File: src/rtl/rrce_pkg.sv
package rrce_pkg;

  localparam logic [1:0] MODE_CONST = 2'd0;
  localparam logic [1:0] MODE_ARRH  = 2'd1;
  localparam logic [1:0] MODE_LFER  = 2'd2;

  localparam logic [1:0] ST_OK   = 2'd0;
  localparam logic [1:0] ST_SAT  = 2'd1;
  localparam logic [1:0] ST_ZERO = 2'd2;

  localparam logic [2:0] REG_MODE  = 3'd0;
  localparam logic [2:0] REG_PREF  = 3'd1;
  localparam logic [2:0] REG_BASE  = 3'd2;
  localparam logic [2:0] REG_GAMMA = 3'd3;
  localparam logic [2:0] REG_DH    = 3'd4;
  localparam logic [2:0] REG_GAS   = 3'd5;

  // log2(e) - 1 in Q0.32, ln2 in Q0.32, one in Q2.62
  localparam logic [30:0] LOG2E_FRAC   = 31'd1901360723;
  localparam logic [31:0] LN2_Q32      = 32'd2977044472;
  localparam logic [63:0] ONE_Q62      = 64'h4000_0000_0000_0000;
  localparam int          SERIES_TERMS = 25;

  typedef enum logic [1:0] {
    K_NORM,
    K_CONST,
    K_ZERO,
    K_BIG
  } kind_t;

  typedef struct packed {
    logic  vld;
    logic  neg;
    kind_t kind;
  } side_t;

endpackage

File: src/rtl/rrce_front.sv
module rrce_front (
  input  logic                clk,
  input  logic                rst,
  input  logic                in_vld,
  input  logic [19:0]         temperature,
  input  logic [1:0]          model_mode,
  input  logic [31:0]         base_energy,
  input  logic [16:0]         transfer_coeff,
  input  logic [31:0]         reaction_enthalpy,
  input  logic [31:0]         gas_constant,
  output rrce_pkg::side_t     side_o,
  output logic [48:0]         mag_o,
  output logic [51:0]         rt_o
);
  import rrce_pkg::*;

  logic [16:0]        gam_c;
  logic signed [49:0] gprod;
  logic signed [49:0] bse;
  logic signed [49:0] dhs;
  logic signed [49:0] e_lo;
  logic signed [49:0] e_cl;
  logic signed [49:0] e_fin;
  logic signed [49:0] e_abs;

  side_t              s1, s2, s3;
  logic [51:0]        rt1, rt2, rt3;
  logic signed [49:0] gdh1;
  logic signed [49:0] esum2;
  logic [48:0]        mag3;
  logic [57:0]        rt45_3;
  logic               big3;

  always_comb begin
    gam_c = (transfer_coeff > 17'd65536) ? 17'd65536 : transfer_coeff;
    gprod = $signed({1'b0, gam_c}) * $signed(reaction_enthalpy);
    bse   = $signed({{2{base_energy[31]}}, base_energy, 16'b0});
    dhs   = $signed({{2{reaction_enthalpy[31]}}, reaction_enthalpy, 16'b0});
    e_lo  = esum2[49] ? '0 : esum2;
    e_cl  = (e_lo < dhs) ? dhs : e_lo;
    e_fin = (model_mode == MODE_LFER) ? e_cl : esum2;
    e_abs = e_fin[49] ? -e_fin : e_fin;
  end

  assign big3 = (s3.kind == K_NORM) && ({9'b0, mag3} >= rt45_3);

  // stage 1: products and special-case kind
  always_ff @(posedge clk) begin
    s1.vld <= in_vld & ~rst;
    s1.neg <= 1'b0;
    if (model_mode != MODE_ARRH && model_mode != MODE_LFER) begin
      s1.kind <= K_CONST;
    end else if (temperature == '0 || gas_constant == '0) begin
      s1.kind <= K_ZERO;
    end else begin
      s1.kind <= K_NORM;
    end
    rt1  <= gas_constant * temperature;
    gdh1 <= gprod;
  end

  // stage 2: energy sum
  always_ff @(posedge clk) begin
    s2    <= '{vld: s1.vld & ~rst, neg: s1.neg, kind: s1.kind};
    rt2   <= rt1;
    esum2 <= (model_mode == MODE_LFER) ? bse + gdh1 : bse;
  end

  // stage 3: clamp and magnitude
  always_ff @(posedge clk) begin
    s3       <= '{vld: s2.vld & ~rst, neg: e_fin[49], kind: s2.kind};
    mag3     <= e_abs[48:0];
    rt3      <= rt2;
    rt45_3   <= rt2 * 6'd45;
  end

  // stage 4: large exponent check
  always_ff @(posedge clk) begin
    side_o <= '{vld: s3.vld & ~rst, neg: s3.neg, kind: big3 ? K_BIG : s3.kind};
    mag_o  <= mag3;
    rt_o   <= rt3;
  end

endmodule

File: config.mk
export PLATFORM = sky130hd
export DESIGN_NAME = rrce_front
export DESIGN_NICKNAME = d
export VERILOG_FILES = /design/src/rtl/rrce_pkg.sv /design/src/rtl/rrce_front.sv
export SDC_FILE = /design/constraint.sdc
export NUM_CORES = 2
export LEC_CHECK = 0
export ABC_CLOCK_PERIOD_IN_PS = 8900
export BUFFER_PORTS_ARGS = -buffer_cell sky130_fd_sc_hd__buf_4
export CAP_MARGIN = 30
export CORE_MARGIN = 2
export CORE_UTILIZATION = 35
export CTS_BUF_LIST = sky130_fd_sc_hd__clkbuf_8
export DETAILED_ROUTE_END_ITERATION = 12
export SYNTH_ARGS = -nofsm -noshare
export SYNTH_HDL_FRONTEND = slang
export SYNTH_SLANG_ARGS = --single-unit
File: constraint.sdc
create_clock -name clk -period 8.9 [get_ports clk]
set_input_delay 1.335 -clock clk [delete_from_list [all_inputs] [get_ports clk]]
set_output_delay 1.335 -clock clk [all_outputs]
set_load 0.1 [all_outputs]
==> flow_metrics.tcl <==
set metrics [dict create \
    postCtsSetupBuffers 0 \
    r2r-end "mag3[38]$_DFF_P_" \
    holdCritStartpoint "rt3[2]$_DFF_P_" \
    fin_nets 8442 \
    grt_max_degree 55 \
    grt_pass1_wl_um 271200 \
    arrival_ns 8.51 \
    synth_warnings 0 \
    clk_path_buf_depth 3 \
    drive_gt1_share_pct 7.575 \
    cts-hold-fix-buffers 0 \
    setup_viol 0 \
    antenna_found_initial 5 \
    min_to "rt_o[2]$_DFF_P_" \
    drv_cap 0 \
    syn-num-nets 8329 \
    tns_ns 0 \
    synth_top_cell_by_area "fa_1" \
    fin_util_pct 38.58 \
    avgSynthCellArea_sq_um 9.325 \
    cts_tree "built" \
    cts_htree_levels 3 \
    drt_first_pass_iters 6 \
    status "complete, no violations" \
    place_ws_ns 0.2745 \
    core_sq_mm 0.1732 \
    synth_top_area_share_pct 38.03 \
    worstSetupPathType "in2reg" \
    place_congestion 0.9186 \
    rsz0062_at_grt "false" \
    hold_depth 0 \
    layout_setup_ws_ns 0.9380 \
    rrSetupSlack_ns 2.57 \
    worst_clock_skew_ns 0.05055 \
    netlist_area_sq_mm 0.06085 \
    fp.dieH_um 421.0 \
    ios 243 \
    ys_types 80 \
    netlist_top_cells_area "fa_1, dfxtp_1, ha_1, inv_1, and2_1" \
    design.die.area_sq_mm 0.1772 \
    yosysMostFrequentCell "inv_1" \
    slew_headroom_pct 44.64 \
    drt-vias-per-instance 4.858 \
    area_delta_synth_final_pct 9.828 \
    period_needed_ns 7.962 \
    clkTransAtPathRegs_ns 0.06 \
    timing.rr.start "esum2[49]$_DFF_P_" \
    crit_fanout 30 \
    tightest_slew_ns 0.8295 \
    reg2reg_depth 23 \
    fin_crit_sh_pct 89.46 \
    start_util_pct 35.13 \
    num_vias 43820 \
    async_flop_share_pct 0 \
    antenna_left 0 \
    numCtsBuffers 79 \
    post_cts_resized 0 \
    start_kind "input pin" \
    synth_edf_count 0 \
    hp-class "reg2reg" \
    routedWlPerCell_um 18.81 \
    drt-initial-drc-count 2738 \
    grt_pass1_vias 47700 \
    grt.total_usage_pct 19.49 \
    ys_ff_latch 476 \
    clock_sinks 476 \
    overflow 0 \
    post-dp-hpwl_um 136900 \
    hold_violations 0 \
    required_ns 9.44 \
    drcViolationCount 0 \
    fp.dieW_um 421.0 \
    clk_latency_ns 0.70 \
    clockRootBuffer "clkbuf_8" \
    numPortBuffers 242 \
    worstSetupEndpointType "flop" \
    fmax_mhz 125.6 \
    syn-instance-count 6526 \
    num_rows 153 \
    synth_common_cells "inv_1, fa_1, nand2_1" \
    wl_um 169700 \
    synth_seq_area_share_pct 15.66 \
    slew_violations 0 \
    ys.flop_type "dfxtp_1" \
]
[cell families after synthesis]
kind of cell	count (synthesis)	synth area share (%)
xor+xnor	217	3.123
fa+ha+maj	1665	48.49
mux	27	0.4976
compound gates	738	7.657
simple gates	1784	14.57
flops	476	15.66
buf+inv	1619	10.00
[worst max path at each step]
stage                       startpoint                to  cells past startpoint
finish                  temperature[6]   rt1[51]$_DFF_P_                     26
global placement     transfer_coeff[6]  gdh1[49]$_DFF_P_                     26
floorplan            transfer_coeff[7]  gdh1[49]$_DFF_P_                     26
detailed placement      temperature[4]   rt1[51]$_DFF_P_                     25
CTS                     temperature[5]   rt1[51]$_DFF_P_                     26
global route        transfer_coeff[13]  gdh1[49]$_DFF_P_                     26
[state kept, by name, summed over array words and instances, names as in the netlist, 49 cells and up]
register and count:
mag3 49, rt3 50, rt2 52, gdh1 50
rt_o 52, esum2 50, mag_o 49, rt45_3 58
rt1 52
[final cells by class]
type | instances | area (sq um)
Fill cell | 17390 | 106400
Clock inverter | 41 | 367.9
Timing Repair Buffer | 317 | 2426
Sequential cell | 476 | 9529
Multi-Input combinational cell | 4431 | 45300
Tap cell | 2325 | 2909
Clock buffer | 94 | 1294
Antenna cell | 2 | 5.005
Inverter | 1334 | 5007
[critical path, cell delays in order]
cell and delay, ns:
buf_4 0.38, nand2_1 0.14, fa_1 0.52, inv_1 0.05, fa_1 0.54, inv_1 0.06, fa_1 0.51, inv_1 0.06
fa_1 0.54, fa_1 0.43, fa_1 0.49, inv_1 0.05, fa_1 0.58, inv_1 0.07, ha_1 0.35, a21o_1 0.21
a21o_1 0.17, a21oi_1 0.22, o2111ai_1 0.16, a211oi_1 0.35, nor2_1 0.13, a21oi_1 0.25, o31ai_1 0.15, a221oi_1 0.48
or3_1 0.19, nand3_1 0.06
[cells in the final DEF, fill, tap and decap left out, types with 64 or more instances in the layout]
cell type	instances
inv_1	1351
fa_1	1156
nand2_1	747
and2_1	557
ha_1	508
dfxtp_1	476
buf_4	312
a21oi_1	233
nor2_1	161
xnor2_1	153
o21ai_0	138
a21o_1	129
clkbuf_8	94
xor2_1	64
[per-stage QoR]
stage,cell area (sq um),hold WS [ns],std cells
3_5_place_dp,65170,0.3121,8883
4_1_cts,66830,0.2875,9018
2_1_floorplan,60850,0.3096,6526
3_3_place_gp,65160,0.3104,8881
6_report,66840,0.2826,9020
5_1_grt,66840,0.3040,9020
[per-layer routing]
metal / global-route usage (%) / share of wire (%) / vias up
li1: - / - / 20100
met1: 24.86 / 42 / 22010
met2: 32.81 / 47 / 1413
met3: 2.955 / 6.2 / 292
met4: 8.327 / 4.8 / 0
met5: 0 / 0 / -
Power is not shown: default switching activity piles up to over one toggle a cycle in this logic, so the estimate is an artifact.
